### src/hdl/integer_pixel_upscaler_unit_macros.svh
// Assertion macros for the integer pixel upscaler.
`ifndef INTEGER_PIXEL_UPSCALER_UNIT_MACROS_SVH
`define INTEGER_PIXEL_UPSCALER_UNIT_MACROS_SVH

// condition holds in the same cycle
`define IPU_ASSERT_SAME(label, ante, cons, msg) \
    label: assert property (@(posedge clk) disable iff (!rst_n) (ante) |-> (cons)) \
        else $error(msg);

// condition holds in the next cycle
`define IPU_ASSERT_NEXT(label, ante, cons, msg) \
    label: assert property (@(posedge clk) disable iff (!rst_n) (ante) |=> (cons)) \
        else $error(msg);

`endif

### src/hdl/ipu_ram.sv
// Generic single-port-write, single-port-read RAM with registered read data.
module ipu_ram #(
    parameter int WIDTH = 8,
    parameter int DEPTH = 16
) (
    input  logic                     clk,
    input  logic                     we,
    input  logic [$clog2(DEPTH)-1:0] waddr,
    input  logic [WIDTH-1:0]         wdata,
    input  logic                     re,
    input  logic [$clog2(DEPTH)-1:0] raddr,
    output logic [WIDTH-1:0]         rdata
);

    logic [WIDTH-1:0] mem_reg [DEPTH];
    logic [WIDTH-1:0] rdata_reg;

    always_ff @(posedge clk)
    begin
        if (we)
        begin
            mem_reg[waddr] <= wdata;
        end
        if (re)
        begin
            rdata_reg <= mem_reg[raddr];
        end
    end

    assign rdata = rdata_reg;

endmodule

### config.mk
export PLATFORM = sky130hd
export DESIGN_NAME = ipu_ram
export DESIGN_NICKNAME = d
export VERILOG_FILES = /design/src/hdl/integer_pixel_upscaler_unit_macros.svh /design/src/hdl/ipu_ram.sv
export SDC_FILE = /design/constraint.sdc
export NUM_CORES = 1
export LEC_CHECK = 0
export ABC_CLOCK_PERIOD_IN_PS = 3500
export BUFFER_PORTS_ARGS = -buffer_cell sky130_fd_sc_hd__clkbuf_2
export CAP_MARGIN = 30
export CELL_PAD_IN_SITES_DETAIL_PLACEMENT = 0
export CELL_PAD_IN_SITES_GLOBAL_PLACEMENT = 1
export CORE_MARGIN = 4
export CORE_UTILIZATION = 57
export DETAILED_ROUTE_END_ITERATION = 12
export GPL_TIMING_DRIVEN = 0
export HOLD_SLACK_MARGIN = 0.15
export MAX_ROUTING_LAYER = met4
export PLACE_DENSITY_LB_ADDON = 0.1
export SLEW_MARGIN = 20
export SYNTH_ARGS = -nofsm -noshare
export SYNTH_HDL_FRONTEND = slang
export SYNTH_SLANG_ARGS = --single-unit
### constraint.sdc
create_clock -name clk -period 3.5 [get_ports clk]
set_input_delay 0.7 -clock clk [delete_from_list [all_inputs] [get_ports clk]]
set_output_delay 0.7 -clock clk [all_outputs]
set_load 0.01 [all_outputs]
==> qor_table.md <==
| Quantity | Reported | Unit |
|:---|:---|:---|
| Power dissipated by switching net loads | 0.000740 | W |
| IR drop worst, VDD | 409 | uV |
| Fill cell count | 537 | - |
| Synthesis-to-finish area growth | 17.3 | % |
| Clock transition at the registers of the reported paths | 0.06 | ns |
| Seq cells post-synth | 136 | - |
| Net switching fraction of the power | 19.1 | % |
| Final sum of negative setup slack | 0 | ns |
| Worst path required time | 3.63 | ns |
| Run status | completed | - |
| Sequential power share | 47.7 | % |
| Post-CTS Resized | 0 | - |
| Max FO, Critical Path | 8 | - |
| Critical path endpoint category | flop | - |
| Achievable Freq | 535 | MHz |
| Initial antenna violation count | 0 | - |
| Sequential cell area in the final layout | 4080 | um2 |
| Fraction of layout instances using a drive strength above 1 | 30.4 | % |
| Leading cell types by total area after synthesis | sky130_fd_sc_hd__edfxtp_1, sky130_fd_sc_hd__mux4_2, sky130_fd_sc_hd__mux4_1 | - |
| Count leader, synth | sky130_fd_sc_hd__edfxtp_1 | - |
| Ant. Diodes | 0 | - |
| Kind of cell adding the most delay to the critical path | simple AND/OR/NAND/NOR gates | - |
| Share of the yosys chip area belonging to registers | 78.1 | % |
| Number of hold buffers added after CTS | 0 | - |
| Detail-routed net length per standard cell | 24.8 | um |
| Largest register FFs | 128 | - |
| Post-Synthesis Cells | 229 | - |
| Share of synthesized registers carrying an async set or reset | 0 | % |
| Detailed placement HPWL | 6.18 | mm |
| Htree depth | 4 | - |
| Number of distinct library cell variants in the gate-level netlist after synthesis | 18 | - |
| Cell at the slowest stage of the critical path | sky130_fd_sc_hd__nor2_1 | - |
| Unrepaired setup endpoints after global routing | no | - |
| Grt ovf | 0 | - |
| List of cells traversed by the critical path | clkbuf_2 -> or3b_2 -> nor2_1 | - |
| Post-synthesis instance area | 5230 | um2 |
| Combinational fraction of design power | 4.5 | % |
| Critical path launch point type | input port | - |
| Die Area | 10800 | um2 |
| Synthesized Nets | 248 | - |
| Post-CTS setup repair buffer count | 0 | - |
| Largest net degree at the start of global routing | 17 | - |
| Via count normalized by instance count | 6.15 | - |
| Final Hold Fails | 0 | - |
| Post-layout power | 0.00387 | W |
| Slew at the pin closest to its max-slew limit | 0.803 | ns |
| Power per unit of standard cell area | 631 | nW/um2 |
| Area leader, netlist | sky130_fd_sc_hd__edfxtp_1 | - |
| Portion of total power attributed to the clock network | 47.8 | % |
| Crit-path max cell delay | 0.64 | ns |
| Worst-case clock buffer depth | 2 | - |
| Buffer and inverter count on the worst path | 1 | - |
| Dominant synthesized flop cell | sky130_fd_sc_hd__edfxtp_1 | - |
| Count of buffers inserted at the top-level ports | 25 | - |
| CTS buffer count | 17 | - |
| Number of max-slew violations in the final report | 0 | - |
| Total number of yosys warnings | 0 | - |
| Final non-filler cell total | 394 | - |
| Placeable core region | 8810 | um2 |
| Share of Yosys cell area claimed by the top area cell type | 78.1 | % |
| Remaining number of nets flagged by the antenna check after routing | 0 | - |
| DRC viols | 0 | - |
| Vias after detailed routing | 2425 | - |
| CTS tree | built | - |
| Vias in the first global route | 2527 | - |
| Detailed-routing iteration count for the pre-antenna-repair pass | 4 | - |
| Row cnt | 34 | - |
| Reported leakage power | 2.06 | nW |
| Combined global-route utilization of all metal layers | 20.4 | % |
| Die extent in x | 104 | um |
| Worst-Skew Late Latency | 0.50 | ns |
| Top Ports | 27 | - |
| Total Wirelength | 9.79 | mm |
| Type of the worst min-delay path | in -> reg | - |
| Effective utilization at floorplan | 59.4 | % |
| Remaining max-slew budget at the tightest pin | 46.3 | % |
| Placed Instances | 362 | - |
| Final cycle utilization of the critical path | 53.5 | % |
| Commonest cells post-synth | sky130_fd_sc_hd__edfxtp_1, sky130_fd_sc_hd__mux4_2, sky130_fd_sc_hd__a22oi_1 | - |
| Layout Skew | 0.00656 | ns |
| Clock root buffer master | sky130_fd_sc_hd__clkbuf_8 | - |
| Routability Congestion | 0.730 | - |
| WS Path Type | in -> reg | - |
| Layout Nets | 292 | - |
| Mean instance size in the synthesized netlist | 22.8 | um2 |
| Number of max-cap violations | 0 | - |
| DR iter-0 viols | 184 | - |
| Setup violation total in the final timing report | 0 | - |
| Area occupied by multi-input gates | 1080 | um2 |
| Internal power of the cells | 0.00313 | W |
| Global-route wire length before repair | 15.2 | mm |
| Setup slack, reg-to-reg | 1.93 | ns |
| Count of flip-flops with a built-in enable after synthesis | 136 | - |
| Number of clock sinks | 136 | - |
| Height of the chip | 104 | um |
| Arrival time reported for the critical path endpoint | 2.00 | ns |
| Min Tclk post-route | 1.87 | ns |
==> worst reg2reg max path, stage by stage (launching register included) <==
cell and delay, ns:
sky130_fd_sc_hd__edfxtp_1 0.36, sky130_fd_sc_hd__mux4_1 0.57, sky130_fd_sc_hd__a22oi_1 0.29, sky130_fd_sc_hd__nand2_1 0.09
==> stage by stage <==
step | worst slack, ns | hold WS [ns] | cell area, um2 | utilization, %
5_1_grt | 1.62 | 0.557 | 6130 | 69.6
3_5_place_dp | 1.14 | 0.751 | 5510 | 62.5
4_1_cts | 1.65 | 0.532 | 6130 | 69.6
2_1_floorplan | 1.31 | 0.705 | 5230 | -
3_3_place_gp | 0.758 | 0.741 | 5490 | 62.3
6_report | 1.63 | 0.555 | 6130 | 69.6
==> layout make-up <==
cell class                      instances  share of cell area [%]
Clock buffer                           18                    6.82
Multi-Input combinational cell         83                    17.6
Timing Repair Buffer                   25                    2.04
Buffer                                 10                    1.41
Sequential cell                       136                    66.6
Clock inverter                         14                    3.35
Tap cell                              108                    2.20
==> final timing paths <==
| check | startpoint | to | depth (start not counted) |
|---|---|---|---|
| min | re | rdata[4] | 1 |
| max reg2reg | mem_reg[4][3] | rdata[3] | 3 |
| max | waddr[2] | mem_reg[2][1] | 3 |
| min reg2reg | mem_reg[8][4] | rdata[4] | 3 |
==> power by group through the flow <==
stage	logic (W)	clock network, W	registers (W)
finish	0.000175	0.00185	0.00184
global route	0.000191	0.00194	0.00185
CTS	0.000177	0.00187	0.00184
detailed placement	0.000177	0	0.00188
global placement	0.000171	0	0.00188
floorplan	0.0000926	0	0.00188
==> logic make-up after synthesis <==
family / share of synthesized area [%]
DFF: 78.1
and+or+nand+nor: 3.14
muxes: 14.8
AOI/OAI and AO/OA: 2.30
buffers and inverters: 1.65
==> metal layers <==
layer  global-route usage, %  wire [um]  part of all wire, %  up-vias
met4                    6.46        102                  1.0        0
li1                        -          -                    -     1071
met2                    31.4       4820                   49       81
met5                       -          0                    0        -
met3                    4.85        508                  5.2        8
met1                    27.5       4350                   44     1265
==> placed cells by master, fill, tap and decap left out, drive strengths merged <==
| cell | n |
|---|---|
| a22oi | 16 |
| and2 | 1 |
| and2b | 1 |
| buf | 7 |
| bufinv | 5 |
| clkbuf | 43 |
| clkdlybuf4s25 | 3 |
| clkinv | 7 |
| clkinvlp | 2 |
| edfxtp | 136 |
| mux4 | 32 |
| nand2 | 9 |
| nand2b | 2 |
| nand3 | 1 |
| nand3b | 2 |
| nor2 | 13 |
| nor2b | 1 |
| nor3 | 4 |
| or3b | 1 |
(Power assumes the default switching activity.)
