[src/hdl/integer_pixel_upscaler_unit_macros.svh]
// Assertion macros for the integer pixel upscaler.
`ifndef INTEGER_PIXEL_UPSCALER_UNIT_MACROS_SVH
`define INTEGER_PIXEL_UPSCALER_UNIT_MACROS_SVH

// condition holds in the same cycle
`define IPU_ASSERT_SAME(label, ante, cons, msg) \
    label: assert property (@(posedge clk) disable iff (!rst_n) (ante) |-> (cons)) \
        else $error(msg);

// condition holds in the next cycle
`define IPU_ASSERT_NEXT(label, ante, cons, msg) \
    label: assert property (@(posedge clk) disable iff (!rst_n) (ante) |=> (cons)) \
        else $error(msg);

`endif

[src/hdl/ipu_pkg.sv]
// Package: sizes, codes and word types of the integer pixel upscaler.
package ipu_pkg;

    localparam int MAX_WIDTH   = 1024;
    localparam int MAX_SCALE   = 100;

    localparam int PIX_W       = 24;
    localparam int SCALE_W     = 7;
    localparam int WIDTH_W     = 11;
    localparam int HEIGHT_W    = 16;
    localparam int PAD_W       = 2;
    localparam int COL_W       = $clog2(MAX_WIDTH);
    localparam int CFG_IDX_W   = 2;
    localparam int CFG_DATA_W  = 16;

    localparam int QUEUE_DEPTH = 4;
    localparam int QUEUE_PTR_W = $clog2(QUEUE_DEPTH);
    localparam int QUEUE_CNT_W = $clog2(QUEUE_DEPTH + 1);

    localparam logic KIND_PIXEL = 1'b0;
    localparam logic KIND_TICK  = 1'b1;

    typedef enum logic [CFG_IDX_W-1:0] {
        CFG_SCALE     = 2'd0,
        CFG_IN_WIDTH  = 2'd1,
        CFG_IN_HEIGHT = 2'd2
    } cfg_idx_t;

    typedef struct packed {
        logic [PIX_W-1:0]   out_pixel;
        logic [SCALE_W-1:0] repeat_res;
        logic [PAD_W-1:0]   pad_bytes;
        logic               row_end;
        logic               frame_end;
        logic               refused;
    } ipu_res_t;

    // front to back: one classified word, pixel taken from the line store when from_store
    typedef struct packed {
        logic     valid;
        logic     from_store;
        ipu_res_t res;
    } ipu_desc_t;

endpackage

[src/hdl/ipu_ifs.sv]
// Channel interfaces: input words, result words and configuration writes.
interface ipu_in_if;
    logic                       valid;
    logic                       ready;
    logic                       kind;
    logic [ipu_pkg::PIX_W-1:0]  pixel;

    modport source (output valid, output kind, output pixel, input ready);
    modport sink   (input valid, input kind, input pixel, output ready);
endinterface


interface ipu_cfg_if;
    logic                            valid;
    logic                            ready;
    logic [ipu_pkg::CFG_IDX_W-1:0]   index;
    logic [ipu_pkg::CFG_DATA_W-1:0]  data;

    modport source (output valid, output index, output data, input ready);
    modport sink   (input valid, input index, input data, output ready);
endinterface

[src/hdl/ipu_front.sv]
// Front end: configuration registers, row/replay control and line-store access.
module ipu_front (
    input  logic                         clk,
    input  logic                         rst_n,
    ipu_in_if.sink                       in_ch,
    ipu_cfg_if.sink                      cfg,
    input  logic                         space,
    output ipu_pkg::ipu_desc_t           desc,
    output logic                         ram_we,
    output logic                         ram_re,
    output logic [ipu_pkg::COL_W-1:0]    ram_addr,
    output logic [ipu_pkg::PIX_W-1:0]    ram_wdata
);

    logic [ipu_pkg::SCALE_W-1:0]  scale_reg;
    logic [ipu_pkg::WIDTH_W-1:0]  in_width_reg;
    logic [ipu_pkg::HEIGHT_W-1:0] in_height_reg;

    logic [ipu_pkg::COL_W-1:0]    column_reg,    column_next;
    logic [ipu_pkg::SCALE_W-1:0]  pass_reg,      pass_next;
    logic                         replaying_reg, replaying_next;
    logic [ipu_pkg::HEIGHT_W-1:0] row_count_reg, row_count_next;

    logic [ipu_pkg::SCALE_W-1:0]  eff_scale;
    logic [ipu_pkg::WIDTH_W-1:0]  eff_width;
    logic [ipu_pkg::HEIGHT_W-1:0] eff_height;
    logic                         last_col;
    logic [ipu_pkg::SCALE_W-1:0]  pass_inc;
    logic [ipu_pkg::HEIGHT_W-1:0] row_inc;
    logic [3:0]                   pad_prod;
    logic                         accept;
    logic                         finish;
    logic                         frame_hit;

    assign cfg.ready   = 1'b1;
    assign in_ch.ready = space;
    assign accept      = in_ch.valid && space;

    always_ff @(posedge clk or negedge rst_n)
    begin
        if (!rst_n)
        begin
            scale_reg     <= ipu_pkg::SCALE_W'(1);
            in_width_reg  <= ipu_pkg::WIDTH_W'(1);
            in_height_reg <= ipu_pkg::HEIGHT_W'(1);
        end
        else if (cfg.valid)
        begin
            unique case (ipu_pkg::cfg_idx_t'(cfg.index))
                ipu_pkg::CFG_SCALE:     scale_reg     <= cfg.data[ipu_pkg::SCALE_W-1:0];
                ipu_pkg::CFG_IN_WIDTH:  in_width_reg  <= cfg.data[ipu_pkg::WIDTH_W-1:0];
                ipu_pkg::CFG_IN_HEIGHT: in_height_reg <= cfg.data[ipu_pkg::HEIGHT_W-1:0];
                default: ;
            endcase
        end
    end

    // zero reads as one; oversize scale and width values saturate
    always_comb
    begin
        if (scale_reg == '0)
            eff_scale = ipu_pkg::SCALE_W'(1);
        else if (scale_reg > ipu_pkg::SCALE_W'(ipu_pkg::MAX_SCALE))
            eff_scale = ipu_pkg::SCALE_W'(ipu_pkg::MAX_SCALE);
        else
            eff_scale = scale_reg;

        if (in_width_reg == '0)
            eff_width = ipu_pkg::WIDTH_W'(1);
        else if (in_width_reg > ipu_pkg::WIDTH_W'(ipu_pkg::MAX_WIDTH))
            eff_width = ipu_pkg::WIDTH_W'(ipu_pkg::MAX_WIDTH);
        else
            eff_width = in_width_reg;

        eff_height = (in_height_reg == '0) ? ipu_pkg::HEIGHT_W'(1) : in_height_reg;
    end

    assign last_col  = ipu_pkg::WIDTH_W'(column_reg) >= (eff_width - ipu_pkg::WIDTH_W'(1));
    assign pass_inc  = pass_reg + ipu_pkg::SCALE_W'(1);
    assign row_inc   = row_count_reg + ipu_pkg::HEIGHT_W'(1);
    assign frame_hit = row_inc >= eff_height;
    // (w*s) mod 4 needs only the low two bits of each
    assign pad_prod  = {2'b00, eff_width[1:0]} * {2'b00, eff_scale[1:0]};

    always_comb
    begin
        column_next    = column_reg;
        pass_next      = pass_reg;
        replaying_next = replaying_reg;
        row_count_next = row_count_reg;
        finish         = 1'b0;

        desc            = '0;
        ram_we          = 1'b0;
        ram_re          = 1'b0;
        ram_addr        = column_reg;
        ram_wdata       = in_ch.pixel;

        if (accept)
        begin
            if (in_ch.kind == ipu_pkg::KIND_PIXEL)
            begin
                desc.valid = 1'b1;
                if (replaying_reg)
                begin
                    desc.res.refused = 1'b1;
                end
                else
                begin
                    ram_we             = 1'b1;
                    desc.res.out_pixel = in_ch.pixel;
                    desc.res.repeat_res = eff_scale;
                    if (last_col)
                    begin
                        desc.res.row_end = 1'b1;
                        column_next      = '0;
                        if (eff_scale > ipu_pkg::SCALE_W'(1))
                        begin
                            replaying_next = 1'b1;
                            pass_next      = '0;
                        end
                        else
                        begin
                            finish = 1'b1;
                        end
                    end
                    else
                    begin
                        column_next = column_reg + ipu_pkg::COL_W'(1);
                    end
                end
            end
            else if (replaying_reg)
            begin
                desc.valid          = 1'b1;
                desc.from_store     = 1'b1;
                ram_re              = 1'b1;
                desc.res.repeat_res = eff_scale;
                if (last_col)
                begin
                    desc.res.row_end = 1'b1;
                    column_next      = '0;
                    if (pass_inc >= eff_scale - ipu_pkg::SCALE_W'(1))
                    begin
                        replaying_next = 1'b0;
                        pass_next      = '0;
                        finish         = 1'b1;
                    end
                    else
                    begin
                        pass_next = pass_inc;
                    end
                end
                else
                begin
                    column_next = column_reg + ipu_pkg::COL_W'(1);
                end
            end
        end

        if (finish)
        begin
            desc.res.frame_end = frame_hit;
            row_count_next     = frame_hit ? '0 : row_inc;
        end

        if (desc.res.row_end)
        begin
            desc.res.pad_bytes = pad_prod[ipu_pkg::PAD_W-1:0];
        end
    end

    always_ff @(posedge clk or negedge rst_n)
    begin
        if (!rst_n)
        begin
            column_reg    <= '0;
            pass_reg      <= '0;
            replaying_reg <= 1'b0;
            row_count_reg <= '0;
        end
        else
        begin
            column_reg    <= column_next;
            pass_reg      <= pass_next;
            replaying_reg <= replaying_next;
            row_count_reg <= row_count_next;
        end
    end

endmodule

[src/flat_wrapper.sv]
// flat-port wrapper written by rule: the top's interface ports become plain ports
module ipu_front_flat 
  (clk, rst_n, space, desc, ram_we, ram_re, ram_addr, ram_wdata, in_ch_valid, in_ch_kind, in_ch_pixel, in_ch_ready, cfg_valid, cfg_index, cfg_data, cfg_ready);
  ipu_in_if in_ch_i ();
  ipu_cfg_if cfg_i ();
  input  logic clk;
  input  logic rst_n;
  input  logic space;
  output ipu_pkg::ipu_desc_t desc;
  output logic ram_we;
  output logic ram_re;
  output logic [ipu_pkg::COL_W-1:0] ram_addr;
  output logic [ipu_pkg::PIX_W-1:0] ram_wdata;
  input wire logic [$bits(in_ch_i.valid)-1:0] in_ch_valid;
  input wire logic [$bits(in_ch_i.kind)-1:0] in_ch_kind;
  input wire logic [$bits(in_ch_i.pixel)-1:0] in_ch_pixel;
  output wire logic [$bits(in_ch_i.ready)-1:0] in_ch_ready;
  input wire logic [$bits(cfg_i.valid)-1:0] cfg_valid;
  input wire logic [$bits(cfg_i.index)-1:0] cfg_index;
  input wire logic [$bits(cfg_i.data)-1:0] cfg_data;
  output wire logic [$bits(cfg_i.ready)-1:0] cfg_ready;
  assign in_ch_i.valid = in_ch_valid;
  assign in_ch_i.kind = in_ch_kind;
  assign in_ch_i.pixel = in_ch_pixel;
  assign in_ch_ready = in_ch_i.ready;
  assign cfg_i.valid = cfg_valid;
  assign cfg_i.index = cfg_index;
  assign cfg_i.data = cfg_data;
  assign cfg_ready = cfg_i.ready;
  ipu_front u_core (.clk(clk), .rst_n(rst_n), .in_ch(in_ch_i), .cfg(cfg_i), .space(space), .desc(desc), .ram_we(ram_we), .ram_re(ram_re), .ram_addr(ram_addr), .ram_wdata(ram_wdata));
endmodule
[config.mk]
export PLATFORM = sky130hd
export DESIGN_NAME = ipu_front_flat
export DESIGN_NICKNAME = d
export VERILOG_FILES = /design/src/hdl/integer_pixel_upscaler_unit_macros.svh /design/src/hdl/ipu_pkg.sv /design/src/hdl/ipu_ifs.sv /design/src/hdl/ipu_front.sv /design/src/flat_wrapper.sv
export SDC_FILE = /design/constraint.sdc
export NUM_CORES = 1
export LEC_CHECK = 0
export BUFFER_PORTS_ARGS = -buffer_cell sky130_fd_sc_hd__buf_2
export CAP_MARGIN = 15
export CORE_ASPECT_RATIO = 1.25
export CORE_MARGIN = 8
export CORE_UTILIZATION = 38
export DETAILED_ROUTE_END_ITERATION = 6
export PLACE_DENSITY = 0.68
export SLEW_MARGIN = 20
export SYNTH_ARGS = -nofsm -noshare
export SYNTH_HDL_FRONTEND = slang
export SYNTH_SLANG_ARGS = --single-unit
[constraint.sdc]
create_clock -name clk -period 4.2 [get_ports clk]
set_input_delay 0.63 -clock clk [delete_from_list [all_inputs] [get_ports clk]]
set_output_delay 0.63 -clock clk [all_outputs]
set_load 0.02 [all_outputs]
==> metrics.yaml <==
outcome: "finished clean"
numCtsBuffers: 9
avgSynthCellArea_sq_um: 9.40
grtUsageTotal: 0.154
synth_cell_type_count: 58
gp_congestion: 0.901
drt-total-wl_mm: 13.6
place_area_sq_mm: 0.00564
cp-startpoint: "u_core.in_width_reg[4]"
dpl.hpwl_mm: 10.6
hold_violations: 0
area_growth_pct: 22.5
worstMarginPinSlew_ps: 776
multi_input_area_sq_mm: 0.00301
row_count: 47
synth_fa_ha_area_frac: 0.108
period_share: 0.966
synth_top_family_by_area: "simple AND/OR/NAND/NOR gates"
arrival_ps: 3430
setup_violations: 0
cts-hold-fix-buffers: 0
antenna_found_initial: 0
wl_met1_mm: 5.57
num-nets-final: 738
relSlewSlack: 0.481
synth-simple-area-share: 0.209
worst-r2r-cell-count: 15
drive_gt1_frac: 0.356
max_clock_freq_ghz: 0.247
end_kind: "output pin"
whs_ps: 281
cp_slowest_cell: "or4_1"
clkTransAtPathRegs_ps: 60
coreArea_sq_mm: 0.0131
dr_wl_met3_um: 325
pwr_density_cell_mw_per_mm2: 372
cts_max_path_buffers: 2
drt_iter0_drc: 149
grt_max_degree: 44
critical_path.endpoint: "desc[4]"
crit_chain: "nor4_4 -> a31oi_1 -> or2_4 -> ha_4 -> a311oi_2 -> a21oi_2 -> ha_1 -> or4_1 -> a21oi_1 -> o21ai_2 -> and2_1 -> nand3_2 -> nor2_1 -> buf_2"
ys.flop_type: "dfrtp_1"
first_pass_iters: 4
dr.max_layer_used: "met4"
drc_errors: 0
rrSetupSlack_ps: 640
nFillCells: 1282
place_inst: 795
grt_pass1_wl_mm: 21.5
syn_inst: 532
htree_num_levels: 3
cp_max_fo: 7
cp-start-kind: "register"
ys_async_sr_fraction: 1.00
stdcell_area_sq_mm: 0.00613
dieArea_sq_mm: 0.0171
clk_latency_ps: 330
viasPerCell: 5.24
io_buffers: 122
grt_pass1_vias: 4349
reg2reg_from: "u_core.in_width_reg[4]"
synth.mux.area_fraction: 0.0986
syn_area_sq_mm: 0.00500
critPathKind: "reg -> out"
final_cells: 823
clock_sinks: 68
io_pins: 124
r2r-end: "u_core.pass_reg[4]"
ys_seq_area_frac: 0.341
dieHeight_um: 144
finClkSkew_ps: 6.45
crit_required_ps: 3570
start_util: 0.383
wl_met2_mm: 7.41
hold_path_class: "in -> async"
power.leakage_nw: 3.09
grt-ovfl-total: 0
slew_viol_final: 0
ir_drop_v: 0.000276
num_antenna_cells: 0
synth_edf_count: 0
ant_nets: 0
max_stage_delay_ps: 510
die_w_um: 119
synth_compound_area_frac: 0.119
seqCellArea_sq_mm: 0.00171
cts_tree: "built"
ys_ff_latch: 68
via_count: 4316
cts_root_buf: "clkbuf_16"
cap_viol_max_count: 0
syn_nets: 623
synth_warnings: 0
fin_crit_ps: 4060
synth_xor_area_frac: 0.0473
drt-wirelength-per-cell_um: 16.5
[area by class of cell]
type	instances	share of cell area
clock inverters	3	0.00327
clock buffers	13	0.0441
flip-flops and latches	68	0.280
multi-input cells	394	0.491
well taps	171	0.0349
inverters	27	0.0165
repair buffers	147	0.131
[cell usage in the layout, fill, tap and decap left out, types with 13 or more instances in the layout]
cell,n
and2_1,29
nor2_1,45
dfrtp_1,59
nand2_1,36
xor2_1,13
nand3_1,13
nor3_1,14
mux2_2,35
xnor2_1,14
and3_1,13
buf_4,27
ha_1,40
inv_1,26
buf_2,120
[worst max-delay path, delay by kind of cell, from the launching register on]
family          cells  cell delay [ps]
buf+inv             1              160
simple gates        6             1380
fa+ha+maj           2              360
compound gates      5              740
flops               1              460
[logic make-up (layout without fill, tap and decap cells)]
kind of cell / Yosys count / count (layout)
and+or+nand+nor: 197 / 197
other: 1 / 1
muxes: 44 / 44
buffers and inverters: 70 / 190
DFF: 68 / 68
xor gates and xnor gates: 27 / 27
AOI/OAI and AO/OA: 82 / 82
adders and majority gates: 43 / 43
[cell usage after synthesis (all sizes together), types with 3 or more instances]
master / count / area (sq um)
and2: 29 / 181
mux2i: 5 / 50.1
dfstp: 3 / 78.8
a21o: 5 / 37.5
nand2: 36 / 135
and3: 13 / 81.3
o2111ai: 3 / 26.3
dfrtp: 65 / 1630
a21oi: 11 / 55.1
nand3: 15 / 80.1
mux2: 39 / 443
xnor2: 14 / 123
a211oi: 4 / 30.0
nor2b: 6 / 37.5
o21a: 4 / 30.0
nand2b: 7 / 43.8
nor3b: 7 / 52.6
nor4: 6 / 67.6
nand3b: 3 / 22.5
nand4: 6 / 37.5
a221o: 6 / 60.1
inv: 27 / 101
buf: 30 / 230
nor2: 47 / 176
o21ai: 19 / 95.1
a31oi: 3 / 18.8
a22o: 9 / 78.8
ha: 43 / 538
clkbuf: 13 / 48.8
xor2: 13 / 114
nor3: 16 / 85.1
[worst min path at each step]
| stage | start | to | slack (ps) | cells after the start |
|---|---|---|---|---|
| 3_5_place_dp | u_core.in_height_reg[8] | u_core.in_height_reg[8] | 520 | 1 |
| 6_report | rst_n | u_core.in_height_reg[11] | 280 | 1 |
| 5_1_grt | rst_n | u_core.in_height_reg[11] | 330 | 1 |
| 3_3_place_gp | u_core.pass_reg[6] | u_core.pass_reg[6] | 520 | 2 |
| 4_1_cts | rst_n | u_core.in_height_reg[11] | 470 | 1 |
| 2_1_floorplan | rst_n | u_core.in_height_reg[10] | 330 | 0 |
[power by group]
group / leakage (nW) / internal (mW) / total [mW] / switching, mW
Clock: 0.138 / 0.447 / 0.729 / 0.282
Sequential: 0.835 / 0.745 / 0.862 / 0.117
Combinational: 2.11 / 0.325 / 0.690 / 0.364
Total: 3.09 / 1.52 / 2.28 / 0.763
[through the flow]
stage / total power, mW / setup TNS [ps] / utilization / worst slack [ps]
finish: 2.28 / 0 / 0.469 / 143
global route: 2.40 / -12.0 / 0.469 / -12.0
CTS: 2.24 / 0 / 0.460 / 15.5
detailed placement: 1.48 / 0 / 0.432 / 229
global placement: 1.45 / 0 / 0.432 / 320
floorplan: 1.28 / 0 / - / 23.9
[routing by layer]
layer	vias to the layer above	track usage
met5	-	0
met4	0	0.0714
met3	22	0.0207
met2	86	0.275
met1	2110	0.179
li1	2098	-
[timing repair]
action	CTS	global route
gates resized for setup	5	21
setup buffers	6	6
pin swaps	2	11
endpoints found under the hold margin	0	0
setup endpoints to repair	4	4
No activity file was read; power rests on OpenSTA's default activity.
