--- config.mk ---
export PLATFORM = sky130hd
export DESIGN_NAME = ipu_back_flat
export DESIGN_NICKNAME = d
export VERILOG_FILES = /design/src/hdl/integer_pixel_upscaler_unit_macros.svh /design/src/hdl/ipu_pkg.sv /design/src/hdl/ipu_ifs.sv /design/src/hdl/ipu_back.sv /design/src/flat_wrapper.sv
export SDC_FILE = /design/constraint.sdc
export NUM_CORES = 1
export LEC_CHECK = 0
export ABC_CLOCK_PERIOD_IN_PS = 2810
export BUFFER_PORTS_ARGS = -buffer_cell sky130_fd_sc_hd__buf_2
export CAP_MARGIN = 5
export CORE_MARGIN = 2
export CORE_UTILIZATION = 40
export CTS_CLUSTER_DIAMETER = 120
export DETAILED_ROUTE_END_ITERATION = 8
export PLACE_DENSITY = 0.7
export SLEW_MARGIN = 20
export SYNTH_ARGS = -nofsm -noshare
export SYNTH_HDL_FRONTEND = slang
export SYNTH_SLANG_ARGS = --single-unit
--- constraint.sdc ---
create_clock -name clk -period 2.81 [get_ports clk]
set_input_delay 0.4215 -clock clk [delete_from_list [all_inputs] [get_ports clk]]
set_output_delay 0.4215 -clock clk [all_outputs]
set_load 0.05 [all_outputs]
--- src/hdl/integer_pixel_upscaler_unit_macros.svh ---
// Assertion macros for the integer pixel upscaler.
`ifndef INTEGER_PIXEL_UPSCALER_UNIT_MACROS_SVH
`define INTEGER_PIXEL_UPSCALER_UNIT_MACROS_SVH

// condition holds in the same cycle
`define IPU_ASSERT_SAME(label, ante, cons, msg) \
    label: assert property (@(posedge clk) disable iff (!rst_n) (ante) |-> (cons)) \
        else $error(msg);

// condition holds in the next cycle
`define IPU_ASSERT_NEXT(label, ante, cons, msg) \
    label: assert property (@(posedge clk) disable iff (!rst_n) (ante) |=> (cons)) \
        else $error(msg);

`endif

--- src/hdl/ipu_pkg.sv ---
// Package: sizes, codes and word types of the integer pixel upscaler.
package ipu_pkg;

    localparam int MAX_WIDTH   = 1024;
    localparam int MAX_SCALE   = 100;

    localparam int PIX_W       = 24;
    localparam int SCALE_W     = 7;
    localparam int WIDTH_W     = 11;
    localparam int HEIGHT_W    = 16;
    localparam int PAD_W       = 2;
    localparam int COL_W       = $clog2(MAX_WIDTH);
    localparam int CFG_IDX_W   = 2;
    localparam int CFG_DATA_W  = 16;

    localparam int QUEUE_DEPTH = 4;
    localparam int QUEUE_PTR_W = $clog2(QUEUE_DEPTH);
    localparam int QUEUE_CNT_W = $clog2(QUEUE_DEPTH + 1);

    localparam logic KIND_PIXEL = 1'b0;
    localparam logic KIND_TICK  = 1'b1;

    typedef enum logic [CFG_IDX_W-1:0] {
        CFG_SCALE     = 2'd0,
        CFG_IN_WIDTH  = 2'd1,
        CFG_IN_HEIGHT = 2'd2
    } cfg_idx_t;

    typedef struct packed {
        logic [PIX_W-1:0]   out_pixel;
        logic [SCALE_W-1:0] repeat_res;
        logic [PAD_W-1:0]   pad_bytes;
        logic               row_end;
        logic               frame_end;
        logic               refused;
    } ipu_res_t;

    // front to back: one classified word, pixel taken from the line store when from_store
    typedef struct packed {
        logic     valid;
        logic     from_store;
        ipu_res_t res;
    } ipu_desc_t;

endpackage

--- src/hdl/ipu_ifs.sv ---


interface ipu_out_if;
    logic                         valid;
    logic                         ready;
    logic [ipu_pkg::PIX_W-1:0]    out_pixel;
    logic [ipu_pkg::SCALE_W-1:0]  repeat_res;
    logic [ipu_pkg::PAD_W-1:0]    pad_bytes;
    logic                         row_end;
    logic                         frame_end;
    logic                         refused;

    modport source (output valid, output out_pixel, output repeat_res, output pad_bytes,
                    output row_end, output frame_end, output refused, input ready);
    modport sink   (input valid, input out_pixel, input repeat_res, input pad_bytes,
                    input row_end, input frame_end, input refused, output ready);
endinterface


--- src/hdl/ipu_back.sv ---
// Back end: waits out the line-store read, then queues result words for the sink.
module ipu_back (
    input  logic                       clk,
    input  logic                       rst_n,
    input  ipu_pkg::ipu_desc_t         desc,
    input  logic [ipu_pkg::PIX_W-1:0]  ram_rdata,
    output logic                       space,
    ipu_out_if.source                  out_ch
);

    ipu_pkg::ipu_desc_t                stage_reg;
    logic                              stage_valid_reg;
    ipu_pkg::ipu_res_t                 queue_reg [ipu_pkg::QUEUE_DEPTH];
    logic [ipu_pkg::QUEUE_PTR_W-1:0]   wr_ptr_reg, wr_ptr_next;
    logic [ipu_pkg::QUEUE_PTR_W-1:0]   rd_ptr_reg, rd_ptr_next;
    logic [ipu_pkg::QUEUE_CNT_W-1:0]   count_reg,  count_next;
    ipu_pkg::ipu_res_t                 push_word;
    ipu_pkg::ipu_res_t                 head;
    logic                              push;
    logic                              pop;

    // the staged word always lands next cycle, so count it as taken already
    assign space = (count_reg + ipu_pkg::QUEUE_CNT_W'(stage_valid_reg))
                   < ipu_pkg::QUEUE_CNT_W'(ipu_pkg::QUEUE_DEPTH);

    always_comb
    begin
        push_word = stage_reg.res;
        if (stage_reg.from_store)
        begin
            push_word.out_pixel = ram_rdata;
        end
    end

    assign push = stage_valid_reg;
    assign pop  = out_ch.valid && out_ch.ready;

    always_comb
    begin
        wr_ptr_next = push ? wr_ptr_reg + ipu_pkg::QUEUE_PTR_W'(1) : wr_ptr_reg;
        rd_ptr_next = pop  ? rd_ptr_reg + ipu_pkg::QUEUE_PTR_W'(1) : rd_ptr_reg;
        count_next  = count_reg + ipu_pkg::QUEUE_CNT_W'(push) - ipu_pkg::QUEUE_CNT_W'(pop);
    end

    always_ff @(posedge clk or negedge rst_n)
    begin
        if (!rst_n)
        begin
            stage_valid_reg <= 1'b0;
            wr_ptr_reg      <= '0;
            rd_ptr_reg      <= '0;
            count_reg       <= '0;
        end
        else
        begin
            stage_valid_reg <= desc.valid;
            wr_ptr_reg      <= wr_ptr_next;
            rd_ptr_reg      <= rd_ptr_next;
            count_reg       <= count_next;
        end
    end

    always_ff @(posedge clk)
    begin
        stage_reg <= desc;
        if (push)
        begin
            queue_reg[wr_ptr_reg] <= push_word;
        end
    end

    assign head              = queue_reg[rd_ptr_reg];
    assign out_ch.valid      = count_reg != '0;
    assign out_ch.out_pixel  = head.out_pixel;
    assign out_ch.repeat_res = head.repeat_res;
    assign out_ch.pad_bytes  = head.pad_bytes;
    assign out_ch.row_end    = head.row_end;
    assign out_ch.frame_end  = head.frame_end;
    assign out_ch.refused    = head.refused;

endmodule

--- src/flat_wrapper.sv ---
// flat-port wrapper written by rule: the top's interface ports become plain ports
module ipu_back_flat 
  (clk, rst_n, desc, ram_rdata, space, out_ch_valid, out_ch_out_pixel, out_ch_repeat_res, out_ch_pad_bytes, out_ch_row_end, out_ch_frame_end, out_ch_refused, out_ch_ready);
  ipu_out_if out_ch_i ();
  input  logic clk;
  input  logic rst_n;
  input  ipu_pkg::ipu_desc_t desc;
  input  logic [ipu_pkg::PIX_W-1:0] ram_rdata;
  output logic space;
  output wire logic [$bits(out_ch_i.valid)-1:0] out_ch_valid;
  output wire logic [$bits(out_ch_i.out_pixel)-1:0] out_ch_out_pixel;
  output wire logic [$bits(out_ch_i.repeat_res)-1:0] out_ch_repeat_res;
  output wire logic [$bits(out_ch_i.pad_bytes)-1:0] out_ch_pad_bytes;
  output wire logic [$bits(out_ch_i.row_end)-1:0] out_ch_row_end;
  output wire logic [$bits(out_ch_i.frame_end)-1:0] out_ch_frame_end;
  output wire logic [$bits(out_ch_i.refused)-1:0] out_ch_refused;
  input wire logic [$bits(out_ch_i.ready)-1:0] out_ch_ready;
  assign out_ch_valid = out_ch_i.valid;
  assign out_ch_out_pixel = out_ch_i.out_pixel;
  assign out_ch_repeat_res = out_ch_i.repeat_res;
  assign out_ch_pad_bytes = out_ch_i.pad_bytes;
  assign out_ch_row_end = out_ch_i.row_end;
  assign out_ch_frame_end = out_ch_i.frame_end;
  assign out_ch_refused = out_ch_i.refused;
  assign out_ch_i.ready = out_ch_ready;
  ipu_back u_core (.clk(clk), .rst_n(rst_n), .desc(desc), .ram_rdata(ram_rdata), .space(space), .out_ch(out_ch_i));
endmodule
==> flow_summary.ini, run 1 <==
[floorplanning]
core_area_um2 = 16400
dieArea_um2 = 17700
ios = 103
die-width_um = 133
start_util_pct = 40.6
die_y_um = 133
rows = 47

[setup_path]
path_max_fanout = 36
crit_family = multiplexers
worstPathArrival_ns = 1.95
end_kind = output pin
crit_path_start_kind = flop
slowest_stage = mux4_2
cp_num_buf_inv = 2
regToRegSetupSlack_ns = 0.91
critPathLaunch = u_core.rd_ptr_reg[0]
critPathRequiredTime_ns = 2.39
slowest_delay_ns = 0.57
crit_path_cell_trace = buf_12 > mux4_2 > buf_2
r2r-start = u_core.wr_ptr_reg[0]
worstSetupPathType = flop to output pin

[final_layout]
stdcell_area_um2 = 8020
largest_reg_flops = 144
final_util_pct = 48.9
final_net_count = 482
syn2layout_area_growth_pct = 20.4
antenna-diode-count = 0
drive_gt1_share_pct = 49.5
fin_cells = 642

[logic_synthesis]
yosys-top-cells-area = edfxtp_1 65%, mux4_2 12%, dfxtp_1 11%
syn_inst = 288
synth.largest_area_cell = edfxtp_1
synth_warnings = 0
synth_area_um2 = 6660
yosys_register_bits = 189
syn_nets = 361
netlist.area_leader.share_pct = 64.9
syn_avg_cell_area_um2 = 23.1
ys_types = 19
ys_seq_area_share_pct = 79.0

[clock_tree]
clock_latency_ns = 0.42
cts.sinks = 189
cts_resized = 0
path_clk_slew_ns = 0.07
h-tree-depth = 4
cts_root_buf = clkbuf_16
cts_tree = built
cts_buffer_depth = 2
cts_buffers = 17

[sta]
finalSetupViolCount = 0
finalCritPeriodShare_pct = 84.5
fin_skew_ns = 0.00799
rsz0062_at_grt = false
finalCriticalPeriod_ns = 2.37
report.final.slew_viol_count = 0
hold_violations = 0
tightestPinTransition_ns = 0.606
fmax_ghz = 0.421
setup_tns_ns = 0
max_slew_margin_pct = 59.6

[placed_design]
dpl.hpwl_um = 6960
numPlacedInstances = 609
io_buffers = 102
gp_congestion = 0.677
placed_area_um2 = 7460

[power_and_ir_drop]
p_per_area_nw_per_um2 = 1130
pwr-share-clk_pct = 24.3
finalPower_uw = 9070
p_sw_uw = 3360
switching_share_pct = 37.0
power_leakage_uw = 0.00291
p_seq_share_pct = 40.5
pwr-share-comb_pct = 35.2
intPower_uw = 5710
ir_worst_vdd_mv = 0.677

[detailed_routing]
drc_errors = 0
ant_nets = 0
wire_per_inst_um = 17.5
drt_iter0_drc = 242
wl_um = 11200
via_per_inst = 4.73
first_pass_iters = 4
num_vias = 3039

[grt]
grt_max_degree = 38
grt_pass1_vias = 3343
grt_pass1_wl_um = 17800
track_usage_pct = 13.7
antenna_found_initial = 0
grt_overflow_total = 0

[hold_path]
hp-start = desc[34]
hp-class = primary input to flop

[outcome]
outcome = finished clean

[job]
max_cap_viol_count = 0
Yosys cell counts:
library cell / count
o311ai_0: 1
xnor2_1: 3
nand2_1: 1
or3_1: 1
and2_1: 4
xor2_1: 2
ha_1: 8
o31a_1: 1
dfrtp_1: 8
buf_12: 2
o21ai_0: 1
buf_4: 1
inv_1: 6
edfxtp_1: 144
buf_2: 7
mux4_2: 36
mux2_2: 24
dfxtp_1: 37
buf_6: 1
path summary, 6_finish.rpt:
kind / endpoint / cells past startpoint
max in group asynchronous: u_core.rd_ptr_reg[1] / 2
worst min register to register: u_core.queue_reg[3][3] / 0
min in group asynchronous: u_core.count_reg[0] / 2
worst max-delay path: out_ch_out_pixel[7] / 3
worst max register to register: u_core.queue_reg[0][33] / 4
worst min-delay path: u_core.stage_reg[34] / 1
layout by cell type (no fill, tap or decap), drive strengths merged:
cell	instances
o311ai	1
clkbuf	18
clkinvlp	3
xnor2	3
edfxtp	144
inv	13
buf	112
mux4	36
dfrtp	8
xor2	2
o21ai	1
o31a	1
dlygate4sd3	1
or3	1
nand2	1
and2	4
ha	8
clkinv	4
dfxtp	37
mux2	24
power by group through the flow:
stage	clock (uW)	sequential, uW	combinational (uW)
6_report	2200	3680	3190
5_1_grt	2390	3720	3400
4_1_cts	2280	3680	3270
3_5_place_dp	0	3740	3260
3_3_place_gp	0	3710	3240
2_1_floorplan	0	3690	2590
worst reg2reg max path, stage by stage (launching register included):
cell and delay, ns:
dfrtp_1 0.43, inv_1 0.10, ha_1 0.13, and2_2 0.53, buf_4 0.38
metrics by stage:
step,hold slack (ns),setup WS [ns]
after floorplan,0.126,0.674
after global routing,0.0657,0.299
final,0.0953,0.436
after detailed placement,0.274,0.834
after global placement,0.267,0.855
after CTS,0.0716,0.363
layer usage:
layer,part of all wire (%),track usage [%],vias up
met5,0,0,-
met4,0.83,3.94,0
met3,4.8,4.83,7
met2,51,22.6,77
met1,44,17.2,1556
li1,-,-,1399
logic make-up after synthesis:
logic type	synth area share, %
AND/OR/NAND/NOR	0.526
flip-flops	79.0
multiplexers	16.2
AO/OA/AOI/OAI	0.338
buffers and inverters	1.75
XOR/XNOR	0.657
adder cells (fa/ha/maj)	1.50
layout make-up:
type / instances / area, um2
Clock buffer: 18 / 439
Clock inverter: 14 / 109
Fill cell: 1316 / 8390
Inverter: 6 / 22.5
Multi-Input combinational cell: 82 / 1290
Sequential cell: 189 / 5270
Tap cell: 220 / 275
Timing Repair Buffer: 113 / 621
repair_timing:
item	4_1_cts	5_1_grt
endpoints found under the hold margin	8	0
hold buffers	1	0
buffers inserted	0	0
Note: power is estimated with default switching activity, not from simulation.
==> run 2: changes to the inputs <==
--- a/config.mk
+++ b/config.mk
@@ -5,14 +5,14 @@
 export SDC_FILE = /design/constraint.sdc
 export NUM_CORES = 1
 export LEC_CHECK = 0
-export ABC_CLOCK_PERIOD_IN_PS = 2810
+export ABC_CLOCK_PERIOD_IN_PS = 2100
 export BUFFER_PORTS_ARGS = -buffer_cell sky130_fd_sc_hd__buf_2
 export CAP_MARGIN = 5
 export CORE_MARGIN = 2
 export CORE_UTILIZATION = 40
 export CTS_CLUSTER_DIAMETER = 120
 export DETAILED_ROUTE_END_ITERATION = 8
-export PLACE_DENSITY = 0.7
+export PLACE_DENSITY = 0.72
 export SLEW_MARGIN = 20
 export SYNTH_ARGS = -nofsm -noshare
 export SYNTH_HDL_FRONTEND = slang
==> constraint.sdc (replaced) <==
create_clock -name clk -period 2.1 [get_ports clk]
set_input_delay 0.315 -clock clk [delete_from_list [all_inputs] [get_ports clk]]
set_output_delay 0.315 -clock clk [all_outputs]
set_load 0.05 [all_outputs]
==> run 2 against run 1 <==
Global-route usage is 0.29 points higher. First-iteration DRC count is 31% lower. Via count is 5.8% higher. Critical path depth stayed put. Critical path type unchanged. Worst setup slack worse by 0.44 ns. Flip-flop and latch count stayed put. Sequential power is 34% higher. Wire length is 1.8% higher. Count of clock-buffer cells in the layout is 1 higher. The flow now finishes with violations (setup timing). Sequential share of layout area is 4.8 points lower. Cell count is 6.4% higher. Non-clock buffer count is 41 higher.
==> flow_summary.ini, run 2 (synthesized netlist as in run 1, its figures left out) <==
[final_layout]
final_net_count = 523
antenna-diode-count = 0
syn2layout_area_growth_pct = 29.9
final_cell_mix = 144 x edfxtp_1, 65 x buf_2, 39 x dlygate4sd3_1
layout_commonest_cell = edfxtp_1
largest_reg_flops = 144
final_util_pct = 52.8
fin_cells = 683
num-fill-cells = 1260
drive_gt1_share_pct = 45.8

[sta]
final.setup.worst_slack_ns = -0.00366
finalCritPeriodShare_pct = 100
setup_tns_ns = -0.00366
finalCriticalPeriod_ns = 2.10
max_slew_margin_pct = 73.7
rsz0062_at_grt = true
finalSetupViolCount = 1
report.final.slew_viol_count = 0
fin_skew_ns = 0.00976
hold_violations = 0
hold_slack_ns = 0.227
tightestPinTransition_ns = 0.389
fmax_ghz = 0.475

[clock_tree]
cts_buffers = 17
cts_buffer_depth = 2
cts_root_buf = clkbuf_16
h-tree-depth = 4
cts_tree = built
cts.sinks = 189
path_clk_slew_ns = 0.06
clock_latency_ns = 0.42

[placed_design]
numPlacedInstances = 611
gp_congestion = 0.714
io_buffers = 102
dpl.hpwl_um = 7140

[floorplanning]
start_util_pct = 40.6
core_area_um2 = 16400
ios = 103
die_y_um = 133
rows = 47
dieArea_um2 = 17700
die-width_um = 133

[job]
max_cap_viol_count = 0

[detailed_routing]
num_vias = 3214
drt_iter0_drc = 167
wl_um = 11400
ant_nets = 0
drc_errors = 0
via_per_inst = 4.71
wire_per_inst_um = 16.8
first_pass_iters = 5

[grt]
grt_pass1_wl_um = 18400
grt_pass1_vias = 3537
antenna_found_initial = 0
grt_overflow_total = 0
grt_max_degree = 37
track_usage_pct = 14.0

[setup_path]
worstPathArrival_ns = 1.79
path_max_fanout = 21
critPathRequiredTime_ns = 1.78
worstSetupPathType = flop to output pin
crit_path_start_kind = flop
end_kind = output pin

[hold_path]
hp-class = primary input to flop

[outcome]
outcome = finished with violations
violations = setup timing

[power_and_ir_drop]
p_per_area_nw_per_um2 = 1490
ir_worst_vdd_mv = 0.882
power_leakage_uw = 0.00315
## run 2: cell count changes in the layout (fill, tap and decap cells not counted), sizes merged
cell / previous run / this run
buf: 112 / 115
clkbuf: 18 / 19
clkinvlp: 3 / 4
inv: 13 / 9
clkinv: 4 / 6
dlygate4sd3: 1 / 39
## run 2: metrics by stage
| stage | cell area, um2 | total power [uW] | setup WS (ns) |
|---|---|---|---|
| finish | 8660 | 12900 | -0.00366 |
| global route | 8660 | 13400 | -0.0854 |
| CTS | 8630 | 13000 | -0.0692 |
| detailed placement | 7490 | 9400 | 0.379 |
| global placement | 7490 | 9310 | 0.384 |
| floorplan | 6660 | 8400 | 0.0706 |
## run 2: timing repair
item,4_1_cts,5_1_grt
pin swaps,0,1
hold buffers,39,0
endpoints found under the setup margin,37,37
resized for setup,70,6
setup buffers,1,0
hold endpoints to repair,46,0
gates cloned,0,0
## run 2: critical path: stages (launching register included)
cell,delay (ns)
dfrtp_2,0.41
buf_12,0.23
mux4_2,0.56
buf_6,0.17
## run 2: final timing paths
kind                                           start                       to  slack, ns  cells after the start
worst max-delay path            u_core.rd_ptr_reg[0]     out_ch_out_pixel[12]     -0.004                      3
worst min-delay path                    out_ch_ready     u_core.rd_ptr_reg[1]       0.23                      3
worst max register to register  u_core.wr_ptr_reg[0]  u_core.queue_reg[0][19]       0.61                      4
worst min register to register  u_core.push_word[11]  u_core.queue_reg[0][11]       0.48                      0
max in group asynchronous                      rst_n              u_core.push       1.65                      2
min in group asynchronous                      rst_n      u_core.count_reg[2]       0.27                      2
## run 2: cell type report
type | count | area (um2) | share of cell area (%)
multi-input cells | 82 | 1290 | 15.0
inverters | 6 | 22.5 | 0.260
flip-flops and latches | 189 | 5270 | 60.9
repair buffers | 154 | 1270 | 14.6
clock buffers | 19 | 433 | 5.00
well taps | 220 | 275 | 3.18
clock inverters | 13 | 95.1 | 1.10
## run 2: layer usage
layer	global-route usage, %	routed length, um	part of all wire, %	vias up
met5	0	0	0	-
met3	5.06	538	4.7	6
li1	-	-	-	1488
met4	3.58	72	0.63	0
met1	17.0	4900	43	1630
met2	23.7	5940	52	90
## run 2: report_power, final
group	leakage (uW)	internal [uW]	switching, uW
registers	0.00173	4740	191
logic	0.00118	2020	3060
clock network	0.000249	1520	1340
